[src/rtl/core/radius_node_subsampler_top_macros.svh]
// Assertion macros shared by the subsampler modules.
// Each macro takes a label, clock, active-low reset, antecedent, consequent
// and a message string.
`ifndef RADIUS_NODE_SUBSAMPLER_TOP_MACROS_SVH
`define RADIUS_NODE_SUBSAMPLER_TOP_MACROS_SVH

`ifndef SYNTHESIS

// Consequent must hold in the same cycle as the antecedent.
`define RNS_ASSERT_IMP(lbl, clk, rst_n, ante, cons, msg) \
  lbl: assert property (@(posedge clk) disable iff (!rst_n) (ante) |-> (cons)) \
    else $error(msg);

// Consequent must hold in the cycle after the antecedent.
`define RNS_ASSERT_NXT(lbl, clk, rst_n, ante, cons, msg) \
  lbl: assert property (@(posedge clk) disable iff (!rst_n) (ante) |=> (cons)) \
    else $error(msg);

`else

`define RNS_ASSERT_IMP(lbl, clk, rst_n, ante, cons, msg)
`define RNS_ASSERT_NXT(lbl, clk, rst_n, ante, cons, msg)

`endif

`endif

[src/rtl/core/rns_pkg.sv]
package rns_pkg;

  // Node table geometry.
  localparam int MAX_NODES = 4096;
  localparam int IDX_W     = $clog2(MAX_NODES);
  localparam int CNT_W     = IDX_W + 1;

  // Fixed field widths of the stream words.
  localparam int COORD_W   = 20;
  localparam int DIFF_W    = COORD_W + 1;
  localparam int SQ_W      = 2 * DIFF_W;
  localparam int RAD_W     = 44;
  localparam int OUT_IDX_W = 12;
  localparam int OUT_CNT_W = 13;
  localparam int NODE_W    = 3 * COORD_W;

  localparam logic [RAD_W-1:0] RAD_RESET = 44'd2684355;

  // Opcode carried in the input tuser.
  localparam logic OP_CLEAR = 1'b0;
  localparam logic OP_POINT = 1'b1;

  typedef enum logic [2:0] {
    ST_IDLE,
    ST_START,
    ST_SCAN,
    ST_DRAIN,
    ST_COMMIT
  } state_t;

  // Controller to datapath commands.
  typedef struct packed {
    logic load;    // latch the input word and restart the scan
    logic issue;   // read the next node and advance the scan address
    logic commit;  // update the table and load the output register
  } cmd_t;

  // Datapath to controller status.
  typedef struct packed {
    logic clear_op;    // latched word is a clear
    logic count_zero;  // table is empty
    logic scan_last;   // scan address points at the last stored node
    logic pipe_busy;   // distance pipeline still holds a node
    logic out_free;    // output register can take a result this cycle
  } sts_t;

endpackage

[src/rtl/core/rns_ctrl.sv]
`include "radius_node_subsampler_top_macros.svh"

module rns_ctrl (
  input  logic          clk,
  input  logic          rst_n,
  input  logic          in_tvalid,
  output logic          in_tready,
  input  rns_pkg::sts_t sts,
  output rns_pkg::cmd_t cmd
);
  import rns_pkg::*;

  state_t state_r;
  state_t state_nxt;

  // State register.
  always_ff @(posedge clk) begin
    if (!rst_n) begin
      state_r <= ST_IDLE;
    end else begin
      state_r <= state_nxt;
    end
  end

  // Next state.
  always_comb begin
    state_nxt = state_r;
    unique case (state_r)
      ST_IDLE: begin
        if (in_tvalid) begin
          state_nxt = ST_START;
        end
      end
      ST_START: begin
        if (sts.clear_op || sts.count_zero) begin
          state_nxt = ST_COMMIT;
        end else begin
          state_nxt = ST_SCAN;
        end
      end
      ST_SCAN: begin
        if (sts.scan_last) begin
          state_nxt = ST_DRAIN;
        end
      end
      ST_DRAIN: begin
        if (!sts.pipe_busy) begin
          state_nxt = ST_COMMIT;
        end
      end
      ST_COMMIT: begin
        if (sts.out_free) begin
          state_nxt = ST_IDLE;
        end
      end
      default: state_nxt = ST_IDLE;
    endcase
  end

  // Outputs.
  always_comb begin
    in_tready  = 1'b0;
    cmd.load   = 1'b0;
    cmd.issue  = 1'b0;
    cmd.commit = 1'b0;
    unique case (state_r)
      ST_IDLE: begin
        in_tready = 1'b1;
        cmd.load  = in_tvalid;
      end
      ST_SCAN: begin
        cmd.issue = 1'b1;
      end
      ST_COMMIT: begin
        cmd.commit = sts.out_free;
      end
      default: begin
        in_tready = 1'b0;
      end
    endcase
  end

  // The decision must see every compare of the scan.
  `RNS_ASSERT_IMP(a_commit_drained, clk, rst_n, cmd.commit, !sts.pipe_busy, "commit with busy pipe")
  // A word is only taken when no result is being committed or scanned.
  `RNS_ASSERT_IMP(a_load_quiet, clk, rst_n, cmd.load, !cmd.issue && !cmd.commit, "load during work")

endmodule

[config.mk]
export PLATFORM = sky130hd
export DESIGN_NAME = rns_ctrl
export DESIGN_NICKNAME = d
export VERILOG_FILES = /design/src/rtl/core/rns_pkg.sv /design/src/rtl/core/rns_ctrl.sv
export VERILOG_INCLUDE_DIRS = /design/src /design/src/rtl/core
export SDC_FILE = /design/constraint.sdc
export NUM_CORES = 1
export LEC_CHECK = 0
export ABC_CLOCK_PERIOD_IN_PS = 2450
export BUFFER_PORTS_ARGS = -buffer_cell sky130_fd_sc_hd__buf_2
export CAP_MARGIN = 30
export CORE_AREA = 2 2 39 41
export DETAILED_ROUTE_END_ITERATION = 16
export DIE_AREA = 0 0 41 43
export PLACE_DENSITY = 0.36
export SYNTH_ARGS = -nofsm -noshare
export SYNTH_HDL_FRONTEND = slang
export SYNTH_SLANG_ARGS = --single-unit
[constraint.sdc]
create_clock -name clk -period 2.45 [get_ports clk]
set_clock_uncertainty 0.1 [all_clocks]
set_input_delay 0.1225 -clock clk [delete_from_list [all_inputs] [get_ports clk]]
set_output_delay 0.1225 -clock clk [all_outputs]
set_load 0.02 [all_outputs]
==> impl_metrics.env, run 1 <==
export IMPL_peakVddDrop_uv=241
export IMPL_reg_largest_list="state_r: 3 flops"
export IMPL_hold_class="input pin to register"
export IMPL_dr_max_layer_used="met4"
export IMPL_holdWs_ps=80.3
export IMPL_leakagePower_nw=0.147
export IMPL_grt_overflow_total=0
export IMPL_synth_area_per_cell_um2=8.42
export IMPL_worstSetupEndpoint="cmd[0]"
export IMPL_hold_viol_final=0
export IMPL_r2r_setup_slack_ps=1140
export IMPL_detailroute_wirelength_met3_um=34
export IMPL_largest_register_ff_count=3
export IMPL_clk_latency_ps=240
export IMPL_cts_sink_count=3
export IMPL_max_cap_violations=0
export IMPL_synth_cell_types=18
export IMPL_worstPathArrival_ps=1190
export IMPL_post_cts_resized_instances=0
export IMPL_totalWireLength_um=550
export IMPL_setup_repair_after_global_routing_missed_its_margin="false"
export IMPL_status="finished, final reports clean"
export IMPL_dpl_hpwl_um=436
export IMPL_maxClockFrequency_mhz=706
export IMPL_synthCells=26
export IMPL_netlist_area_leader_share_pct=27.4
export IMPL_setup_worst_path_start="state_r[0]$_SDFFE_PN0P_"
export IMPL_place_gp_congestion=0.683
export IMPL_fp_dieArea_um2=1760
export IMPL_synth_top_area_cell="sky130_fd_sc_hd__dfxtp_1"
export IMPL_dieHeight_um=43
export IMPL_critPathRequiredTime_ps=2230
export IMPL_buffer_ports_inserted=11
export IMPL_insertedDiodeCount=0
export IMPL_rows=14
export IMPL_wl_per_cell_um=10.0
export IMPL_synth_area_um2=219
export IMPL_synth_yosys_warnings=0
export IMPL_grt_max_degree=10
export IMPL_detail_route_first_pass_iterations=2
export IMPL_drt_initial_drc_count=2
export IMPL_detailroute_via_count=242
export IMPL_finish_net_count=48
export IMPL_cts_tree="done"
export IMPL_utilization_pct=22.0
export IMPL_cts_root_buf="sky130_fd_sc_hd__clkbuf_4"
export IMPL_power_per_cell_area_nw_per_um2=904
export IMPL_initial_utilization_pct=15.8
export IMPL_synthTopCellsByArea="sky130_fd_sc_hd__dfxtp_1 27%, sky130_fd_sc_hd__nand4b_2 6.9%, sky130_fd_sc_hd__nor3b_1 6.9%, sky130_fd_sc_hd__nand2b_1 5.7%, sky130_fd_sc_hd__buf_6 5.1%"
export IMPL_post_cts_setup_buffer_count=0
export IMPL_cts_max_level=1
export IMPL_final_std_cells_w_o_fill=55
export IMPL_detail_route_drc_violations=0
export IMPL_maxSlewViolCount=0
export IMPL_fillCellCount=162
export IMPL_wirelength_met1_um=219
export IMPL_wire_length_of_the_first_global_routing_pass_um=938
export IMPL_core_region_area_um2=1380
export IMPL_yosys_register_bits=3
export IMPL_avgViaCountPerCell=4.40
export IMPL_final_setup_tns_ps=0
export IMPL_r2r_worst_path_cells=3
export IMPL_met2_length_um=268
export IMPL_cts_hold_buffers_added=0
export IMPL_finalWorstPathRequiredPeriod_ps=1420
export IMPL_buffer_depth_of_the_longest_clock_path=2
export IMPL_syn_to_layout_area_delta_pct=38.9
export IMPL_final_setup_viol_count=0
export IMPL_crit_path_end_kind="output port"
export IMPL_worst_setup_path_type="register to output port"
export IMPL_ant_nets=0
export IMPL_synth_sequential_area_ratio_pct=27.4
export IMPL_worstPathMaxFanout=9
export IMPL_timing_critical_path_from_type="register"
export IMPL_grt_pass1_vias=227
export IMPL_rr_startpoint="state_r[2]$_SDFFE_PN0P_"
export IMPL_slew_headroom_pct=80.0
export IMPL_cts_buffers=3
export IMPL_finalCritPeriodShare_pct=57.8
export IMPL_clkSlewWorstSetupHoldPaths_ps=40
export IMPL_measured_slew_at_the_worst_slew_check_pin_ps=300
export IMPL_antenna_found_initial=0
export IMPL_track_usage_pct=8.63
export IMPL_p_total_mw=0.275
export IMPL_io_pin_count=12
export IMPL_width_of_the_chip_um=41
export IMPL_dp_cells=51
export IMPL_synth_net_count=34
export IMPL_timing_rr_end="state_r[0]$_SDFFE_PN0P_"
export IMPL_largest_register_by_flop_count="state_r"
export IMPL_drive_above_1_share_pct=43.6
how the worst min path moves through the flow:
stage	startpoint	to	depth (start not counted)	slack [ps]
final	rst_n	state_r[0]$_SDFFE_PN0P_	2	80
after CTS	rst_n	state_r[0]$_SDFFE_PN0P_	2	80
after global placement	rst_n	state_r[0]$_SDFFE_PN0P_	2	320
after global routing	rst_n	state_r[1]$_SDFFE_PN0P_	2	90
after detailed placement	rst_n	state_r[0]$_SDFFE_PN0P_	2	320
after floorplan	rst_n	state_r[0]$_SDFFE_PN0P_	1	170
worst max-delay path, cell delays in order (launching register included):
cell	delay, ps
sky130_fd_sc_hd__dfxtp_1	460
sky130_fd_sc_hd__nor2_1	110
sky130_fd_sc_hd__and3_2	220
sky130_fd_sc_hd__buf_2	150
logic make-up after synthesis:
| group | Yosys count | synth area share [%] |
|---|---|---|
| compound gates | 3 | 12.0 |
| buf+inv | 2 | 7.43 |
| flops | 3 | 27.4 |
| mux | 1 | 4.57 |
| simple gates | 17 | 48.6 |
report_power, final:
| group | internal [mW] | switching [mW] |
|---|---|---|
| clock | 0.0614 | 0.0310 |
| combinational | 0.0446 | 0.0557 |
| sequential | 0.0598 | 0.0223 |
| total | 0.166 | 0.109 |
cell usage in the layout, fill, tap and decap left out, types with 2 or more instances in the layout:
cell type	instances
sky130_fd_sc_hd__nor3b_1	2
sky130_fd_sc_hd__nand2_1	3
sky130_fd_sc_hd__nor3_1	2
sky130_fd_sc_hd__buf_2	11
sky130_fd_sc_hd__nand2b_1	2
sky130_fd_sc_hd__clkbuf_4	3
sky130_fd_sc_hd__nor2_1	2
sky130_fd_sc_hd__dfxtp_1	3
through the flow:
step	instance area, um^2	setup WS, ps
final	304	1030
after global routing	304	983
after global placement	278	1210
after detailed placement	278	1150
after floorplan	219	931
after CTS	304	1050
Yosys cell counts:
| master | n |
|---|---|
| sky130_fd_sc_hd__nor4bb_1 | 1 |
| sky130_fd_sc_hd__nor3b_1 | 2 |
| sky130_fd_sc_hd__and2_1 | 1 |
| sky130_fd_sc_hd__nand2_1 | 3 |
| sky130_fd_sc_hd__nand2b_1 | 2 |
| sky130_fd_sc_hd__dfxtp_1 | 3 |
| sky130_fd_sc_hd__a22oi_1 | 1 |
| sky130_fd_sc_hd__nor2_1 | 2 |
| sky130_fd_sc_hd__and3_2 | 1 |
| sky130_fd_sc_hd__nand3_1 | 1 |
| sky130_fd_sc_hd__buf_2 | 1 |
| sky130_fd_sc_hd__a21oi_2 | 1 |
| sky130_fd_sc_hd__mux2i_1 | 1 |
| sky130_fd_sc_hd__a41o_1 | 1 |
| sky130_fd_sc_hd__nand4_1 | 1 |
| sky130_fd_sc_hd__nor3_1 | 2 |
| sky130_fd_sc_hd__nand4b_2 | 1 |
| sky130_fd_sc_hd__buf_6 | 1 |
metal layers:
metal	global-route usage, %	vias up
met3	4.71	5
met5	0	-
met4	8.00	0
met1	9.29	102
li1	-	123
met2	11.3	12
cell type report:
class / instances / area, um^2 / share of cell area, %
clock buffer: 4 / 26.3 / 8.64
multi-input combinational: 21 / 143 / 46.9
sequential: 3 / 60.1 / 19.8
tap: 16 / 20.0 / 6.58
timing repair buffer: 11 / 55.1 / 18.1
(Power assumes the default switching activity.)
==> run 2, diff against run 1 <==
ABC_CLOCK_PERIOD_IN_PS = 1200   (was 2450)
PLACE_DENSITY = 0.37   (was 0.36)
clock period = 1.2 ns   (was 2.45 ns; I/O delays follow)
==> run 2 against run 1 <==
The flow now finishes with violations (setup timing). Critical path type unchanged. Total power grew to 2.9 times the previous value. Cell count is 16% higher. Clock-buffer cell count stayed put. Wire length is 23% higher.
==> impl_metrics.env, run 2 (same netlist as run 1, synthesis figures left out) <==
export IMPL_status="finished, violations left"
export IMPL_violated_checks="setup timing"
export IMPL_seq_area_um2=71.3
export IMPL_wire_length_of_the_first_global_routing_pass_um=979
export IMPL_drt_initial_drc_count=1
export IMPL_hold_viol_final=0
export IMPL_rows=14
export IMPL_slew_headroom_pct=84.7
export IMPL_worstPathArrival_ps=1130
export IMPL_antenna_found_initial=0
export IMPL_setup_repair_after_global_routing_missed_its_margin="true"
export IMPL_grt_pass1_vias=288
export IMPL_cpMaxStageDelayCell="sky130_fd_sc_hd__dfxtp_4"
export IMPL_p_seq_share_pct=19.3
export IMPL_ant_nets=0
export IMPL_pwr_share_comb_pct=58.6
export IMPL_cts_hold_buffers_added=0
export IMPL_layout_cells_most_common_list="8 x sky130_fd_sc_hd__buf_2, 8 x sky130_fd_sc_hd__buf_4, 4 x sky130_fd_sc_hd__buf_6"
export IMPL_r2r_worst_path_cells=5
export IMPL_final_setup_tns_ps=-240
export IMPL_initial_utilization_pct=15.8
export IMPL_reg_largest_list="state_r: 3 flops"
export IMPL_leakagePower_nw=0.231
export IMPL_critical_path_buf_inv_count=2
export IMPL_power_per_cell_area_nw_per_um2=1700
export IMPL_critPathRequiredTime_ps=1040
export IMPL_insertedDiodeCount=0
export IMPL_max_cap_violations=0
export IMPL_cts_buffers=3
export IMPL_worst_hold_path_num_cells=2
export IMPL_track_usage_pct=8.62
export IMPL_drive_above_1_share_pct=79.2
export IMPL_width_of_the_chip_um=41
export IMPL_detail_route_drc_violations=0
export IMPL_cts_max_level=1
export IMPL_dieHeight_um=43
export IMPL_wirelength_met1_um=208
export IMPL_timing_critical_path_from_type="register"
export IMPL_finalCritPeriodShare_pct=108
export IMPL_worstPathMaxFanout=3
export IMPL_met2_length_um=404
export IMPL_net_switching_power_mw=0.285
export IMPL_hold_class="input pin to register"
export IMPL_clkSlewWorstSetupHoldPaths_ps=40
export IMPL_dpl_hpwl_um=460
export IMPL_rr_startpoint="state_r[2]$_SDFFE_PN0P_"
export IMPL_avgViaCountPerCell=4.41
export IMPL_core_region_area_um2=1380
export IMPL_buffer_depth_of_the_longest_clock_path=2
export IMPL_cts_root_buf="sky130_fd_sc_hd__clkbuf_4"
export IMPL_power_share_switching_pct=35.1
export IMPL_peakVddDrop_uv=477
export IMPL_buffer_ports_inserted=11
export IMPL_worst_setup_path_type="register to output port"
export IMPL_measured_slew_at_the_worst_slew_check_pin_ps=226
export IMPL_fp_dieArea_um2=1760
export IMPL_grt_overflow_total=0
export IMPL_finalWorstPathRequiredPeriod_ps=1290
export IMPL_crit_path_end_kind="output port"
export IMPL_min_delay_worst_endpoint="state_r[1]$_SDFFE_PN0P_"
export IMPL_worst_path_dominant_cell_family="flip-flops"
export IMPL_worst_path_largest_cell_delay_ps=340
export IMPL_cts_sink_count=3
export IMPL_io_pin_count=12
export IMPL_grt_max_degree=8
export IMPL_fillCellCount=150
export IMPL_largest_register_ff_count=3
export IMPL_maxSlewViolCount=0
export IMPL_cts_tree="done"
export IMPL_footprint_of_the_multi_input_gates_um2=213
export IMPL_maxClockFrequency_mhz=774
export IMPL_detailroute_wirelength_met3_um=47
export IMPL_crit_chain="buf_4 -> nor3_4 -> and2_4 -> buf_6"
export IMPL_power_clock_fraction_pct=22.1
export IMPL_timing_rr_end="state_r[0]$_SDFFE_PN0P_"
export IMPL_largest_register_by_flop_count="state_r"
export IMPL_totalWireLength_um=677
export IMPL_r2r_setup_slack_ps=-10
export IMPL_finish_net_count=57
export IMPL_final_setup_viol_count=5
export IMPL_utilization_pct=34.4
export IMPL_wl_per_cell_um=10.6
export IMPL_syn_to_layout_area_delta_pct=117
export IMPL_min_from="rst_n"
export IMPL_dr_max_layer_used="met4"
export IMPL_final_critical_path_setup_slack_ps=-92.4
export IMPL_place_gp_congestion=0.665
export IMPL_detailroute_via_count=282
export IMPL_power_report_internal_total_mw=0.526
export IMPL_clk_latency_ps=240
export IMPL_detail_route_first_pass_iterations=2
==> run 2: cell types whose count changed in the layout (fill, tap and decap cells not counted), moves of 2 or more <==
cell | previous run | this run
sky130_fd_sc_hd__nor3_4 | 0 | 2
sky130_fd_sc_hd__buf_2 | 11 | 8
sky130_fd_sc_hd__dfxtp_1 | 3 | 0
sky130_fd_sc_hd__buf_4 | 0 | 8
sky130_fd_sc_hd__dfxtp_4 | 0 | 3
sky130_fd_sc_hd__nor3_1 | 2 | 0
sky130_fd_sc_hd__buf_6 | 0 | 4
==> run 2: layout make-up <==
cell class	count	area share, %
multi-input combinational	21	44.7
sequential	3	15.0
clock buffer	4	5.53
tap	16	4.21
timing repair buffer	20	30.5
==> run 2: through the flow <==
stage | hold WS, ps | setup WS, ps | instances | instance area (um^2) | power (mW)
floorplan | 111 | 34.8 | 26 | 230 | 0.355
global placement | 260 | -66.4 | 55 | 319 | 0.441
detailed placement | 270 | -45.0 | 55 | 319 | 0.439
CTS | 16.5 | -90.8 | 63 | 432 | 0.735
global route | 31.1 | -134 | 64 | 475 | 0.863
finish | 20.9 | -92.4 | 64 | 475 | 0.810
==> run 2: timing repair <==
item,CTS,global route
pin swaps,3,4
endpoints found under the setup margin,6,7
gates resized for setup,16,8
setup buffers,4,1
==> run 2: per-layer routing <==
metal	up-vias	GRT usage, %
met5	-	0
met4	0	8.00
met3	2	3.14
met2	9	14.7
met1	131	6.71
li1	140	-
==> run 2: how the worst max path moves through the flow <==
| stage | startpoint | to | slack, ps | cells after the start |
|---|---|---|---|---|
| finish | state_r[1]$_SDFFE_PN0P_ | cmd[2] | -90 | 4 |
| global route | state_r[1]$_SDFFE_PN0P_ | cmd[2] | -130 | 4 |
| CTS | state_r[2]$_SDFFE_PN0P_ | cmd[2] | -90 | 4 |
| detailed placement | state_r[2]$_SDFFE_PN0P_ | state_r[0]$_SDFFE_PN0P_ | -40 | 3 |
| global placement | state_r[2]$_SDFFE_PN0P_ | state_r[0]$_SDFFE_PN0P_ | -70 | 3 |
| floorplan | state_r[0]$_SDFFE_PN0P_ | state_r[0]$_SDFFE_PN0P_ | 30 | 4 |
==> run 2: power groups by stage <==
stage          clock [mW]  sequential [mW]  combinational [mW]
6_report            0.179            0.157               0.475
5_1_grt             0.189            0.161               0.512
4_1_cts             0.187            0.151               0.396
3_5_place_dp            0            0.161               0.278
3_3_place_gp            0            0.162               0.279
2_1_floorplan           0            0.133               0.222
==> run 3, diff against run 2 <==
ABC_AREA = 1   (was unset)
PLACE_DENSITY = 0.39   (was 0.37)
==> run 3 against run 2 <==
Global-route usage decreased by 0.90 points. Die area is the same. Critical endpoint unchanged. Sequential cell count stayed put. Highest routed layer is now met3. Area after synthesis up 8.6%. The flow now finishes without violations. Combinational power is 27% higher.
==> impl_metrics.env, run 3 <==
export IMPL_max_cap_violations=0
export IMPL_cpMaxStageDelayCell="sky130_fd_sc_hd__dfxtp_4"
export IMPL_clk_latency_ps=230
export IMPL_grt_max_degree=6
export IMPL_layout_cells_most_common_list="7 x sky130_fd_sc_hd__buf_2, 6 x sky130_fd_sc_hd__inv_1, 6 x sky130_fd_sc_hd__nand2_1, 6 x sky130_fd_sc_hd__buf_4, 5 x sky130_fd_sc_hd__nor2_1"
export IMPL_p_total_mw=0.974
export IMPL_largest_register_ff_count=3
export IMPL_worst_setup_path_type="register to output port"
export IMPL_cts_sink_count=3
export IMPL_crit_path_end_kind="output port"
export IMPL_synth_cell_types=14
export IMPL_setup_repair_after_global_routing_missed_its_margin="true"
export IMPL_holdWs_ps=87.7
export IMPL_width_of_the_chip_um=41
export IMPL_io_pin_count=12
export IMPL_maxSlewViolCount=0
export IMPL_initial_utilization_pct=17.2
export IMPL_worst_path_largest_cell_delay_ps=360
export IMPL_layout_cells_most_common="sky130_fd_sc_hd__buf_2"
export IMPL_rows=14
export IMPL_avgViaCountPerCell=3.79
export IMPL_synth_area_per_cell_um2=6.10
export IMPL_maxClockFrequency_mhz=853
export IMPL_antenna_found_initial=0
export IMPL_synth_sequential_area_ratio_pct=25.3
export IMPL_ant_nets=0
export IMPL_power_clock_fraction_pct=17.8
export IMPL_p_seq_share_pct=20.1
export IMPL_synth_edf_count=0
export IMPL_synth_net_count=47
export IMPL_cts_root_buf="sky130_fd_sc_hd__clkbuf_4"
export IMPL_clkSlewWorstSetupHoldPaths_ps=40
export IMPL_cts_tree="done"
export IMPL_postSynth_topFlopCell="sky130_fd_sc_hd__dfxtp_1"
export IMPL_detail_route_first_pass_iterations=4
export IMPL_net_switching_power_mw=0.414
export IMPL_cts_buffers=3
export IMPL_synthTopCellsByArea="sky130_fd_sc_hd__dfxtp_1 25%, sky130_fd_sc_hd__inv_1 11%, sky130_fd_sc_hd__nand2_1 11%, sky130_fd_sc_hd__nor2_1 9.5%, sky130_fd_sc_hd__nand2_2 7.9%"
export IMPL_reg_largest_list="state_r: 3 flops"
export IMPL_buffer_ports_inserted=11
export IMPL_dpl_hpwl_um=463
export IMPL_totalWireLength_um=544
export IMPL_dpl_worst_slack_ps=29.4
export IMPL_wire_length_of_the_first_global_routing_pass_um=924
export IMPL_synth_area_um2=238
export IMPL_netlist_area_leader_share_pct=25.3
export IMPL_measured_slew_at_the_worst_slew_check_pin_ps=158
export IMPL_finish_net_count=69
export IMPL_finalCritPeriodShare_pct=97.7
export IMPL_slew_headroom_pct=89.4
export IMPL_wl_per_cell_um=7.16
export IMPL_peakVddDrop_uv=490
export IMPL_hold_class="input pin to register"
export IMPL_core_region_area_um2=1380
export IMPL_critPathRequiredTime_ps=1040
export IMPL_pwr_share_comb_pct=62.1
export IMPL_final_critical_path_setup_slack_ps=27.1
export IMPL_insertedDiodeCount=0
export IMPL_syn_to_layout_area_delta_pct=91.1
export IMPL_yosys_register_bits=3
export IMPL_drt_initial_drc_count=3
export IMPL_finalWorstPathRequiredPeriod_ps=1170
export IMPL_largest_register_by_flop_count="state_r"
export IMPL_grt_pass1_vias=264
export IMPL_buffer_depth_of_the_longest_clock_path=2
export IMPL_worstPathMaxFanout=5
export IMPL_final_setup_viol_count=0
export IMPL_finalInstanceArea_um2=454
export IMPL_detailroute_via_count=288
export IMPL_leakagePower_nw=0.232
export IMPL_place_area_um2=340
export IMPL_crit_chain="nor2_4 -> inv_2 -> nor3_2 -> buf_4"
export IMPL_synth_top_area_cell="sky130_fd_sc_hd__dfxtp_1"
export IMPL_power_report_internal_total_mw=0.560
export IMPL_track_usage_pct=7.72
export IMPL_utilization_pct=32.8
export IMPL_cts_max_level=1
export IMPL_place_gp_congestion=0.708
export IMPL_synthCells=39
export IMPL_worstPathArrival_ps=1010
export IMPL_dieHeight_um=43
export IMPL_timing_critical_path_from_type="register"
export IMPL_status="finished, final reports clean"
export IMPL_synth_yosys_warnings=0
export IMPL_fp_dieArea_um2=1760
export IMPL_synth_async_reset_ratio_pct=0
export IMPL_ys_top_cells_by_count="7 x sky130_fd_sc_hd__inv_1, 7 x sky130_fd_sc_hd__nand2_1, 6 x sky130_fd_sc_hd__nor2_1"
export IMPL_power_per_cell_area_nw_per_um2=2140
export IMPL_critical_path_buf_inv_count=2
export IMPL_grt_overflow_total=0
export IMPL_worst_path_dominant_cell_family="flip-flops"
export IMPL_power_share_switching_pct=42.5
export IMPL_hold_viol_final=0
export IMPL_detail_route_drc_violations=0
export IMPL_drive_above_1_share_pct=61.7
run 3: metrics by stage:
step,cells,setup TNS [ps]
floorplan,39,0
global placement,69,0
detailed placement,69,0
CTS,75,-0.908
global route,76,-101
finish,76,0
run 3: worst min-delay path: cells and delay by family:
| family | cells | cell delay (ps) |
|---|---|---|
| buffers and inverters | 2 | 130 |
| AND/OR/NAND/NOR | 2 | 130 |
| AO/OA/AOI/OAI | 1 | 50 |
run 3: layout make-up:
class / count / area, um^2
clock buffer: 4 / 26.3
multi-input combinational: 28 / 185
inverter: 8 / 30.0
fill: 160 / 930
timing repair buffer: 17 / 124
tap: 16 / 20.0
sequential: 3 / 68.8
run 3: kinds of logic after synthesis:
| family | count (synthesis) | share of synthesized area (%) |
|---|---|---|
| simple gates | 25 | 53.7 |
| flops | 3 | 25.3 |
| buf+inv | 8 | 12.6 |
| compound gates | 3 | 8.42 |
run 3: final timing paths:
kind | startpoint | endpoint | slack, ps | cells past startpoint
max | state_r[2]$_SDFFE_PN0P_ | cmd[2] | 30 | 4
min | sts[1] | state_r[0]$_SDFFE_PN0P_ | 90 | 5
max reg2reg | state_r[2]$_SDFFE_PN0P_ | state_r[2]$_SDFFE_PN0P_ | 30 | 8
min reg2reg | state_r[2]$_SDFFE_PN0P_ | state_r[2]$_SDFFE_PN0P_ | 440 | 2
run 3: what timing repair did:
item,4_1_cts,5_1_grt
pin swaps,1,3
buffers inserted,1,1
endpoints found under the hold margin,3,0
resized for setup,8,12
hold buffers,1,0
endpoints found under the setup margin,3,6
run 3: power groups by stage:
stage	Clock (mW)	Sequential [mW]	Combinational, mW
after CTS	0.178	0.195	0.503
after detailed placement	0	0.177	0.457
after global routing	0.185	0.202	0.675
final	0.173	0.195	0.605
after global placement	0	0.178	0.460
after floorplan	0	0.168	0.316
run 3: routing by layer:
| layer | GRT usage (%) | share of wire, % | vias up |
|---|---|---|---|
| met5 | 0 | 0 | - |
| met4 | 4.00 | 0 | 0 |
| met1 | 8.95 | 43 | 118 |
| li1 | - | - | 161 |
| met2 | 11.6 | 50 | 9 |
| met3 | 3.14 | 6.4 | 0 |
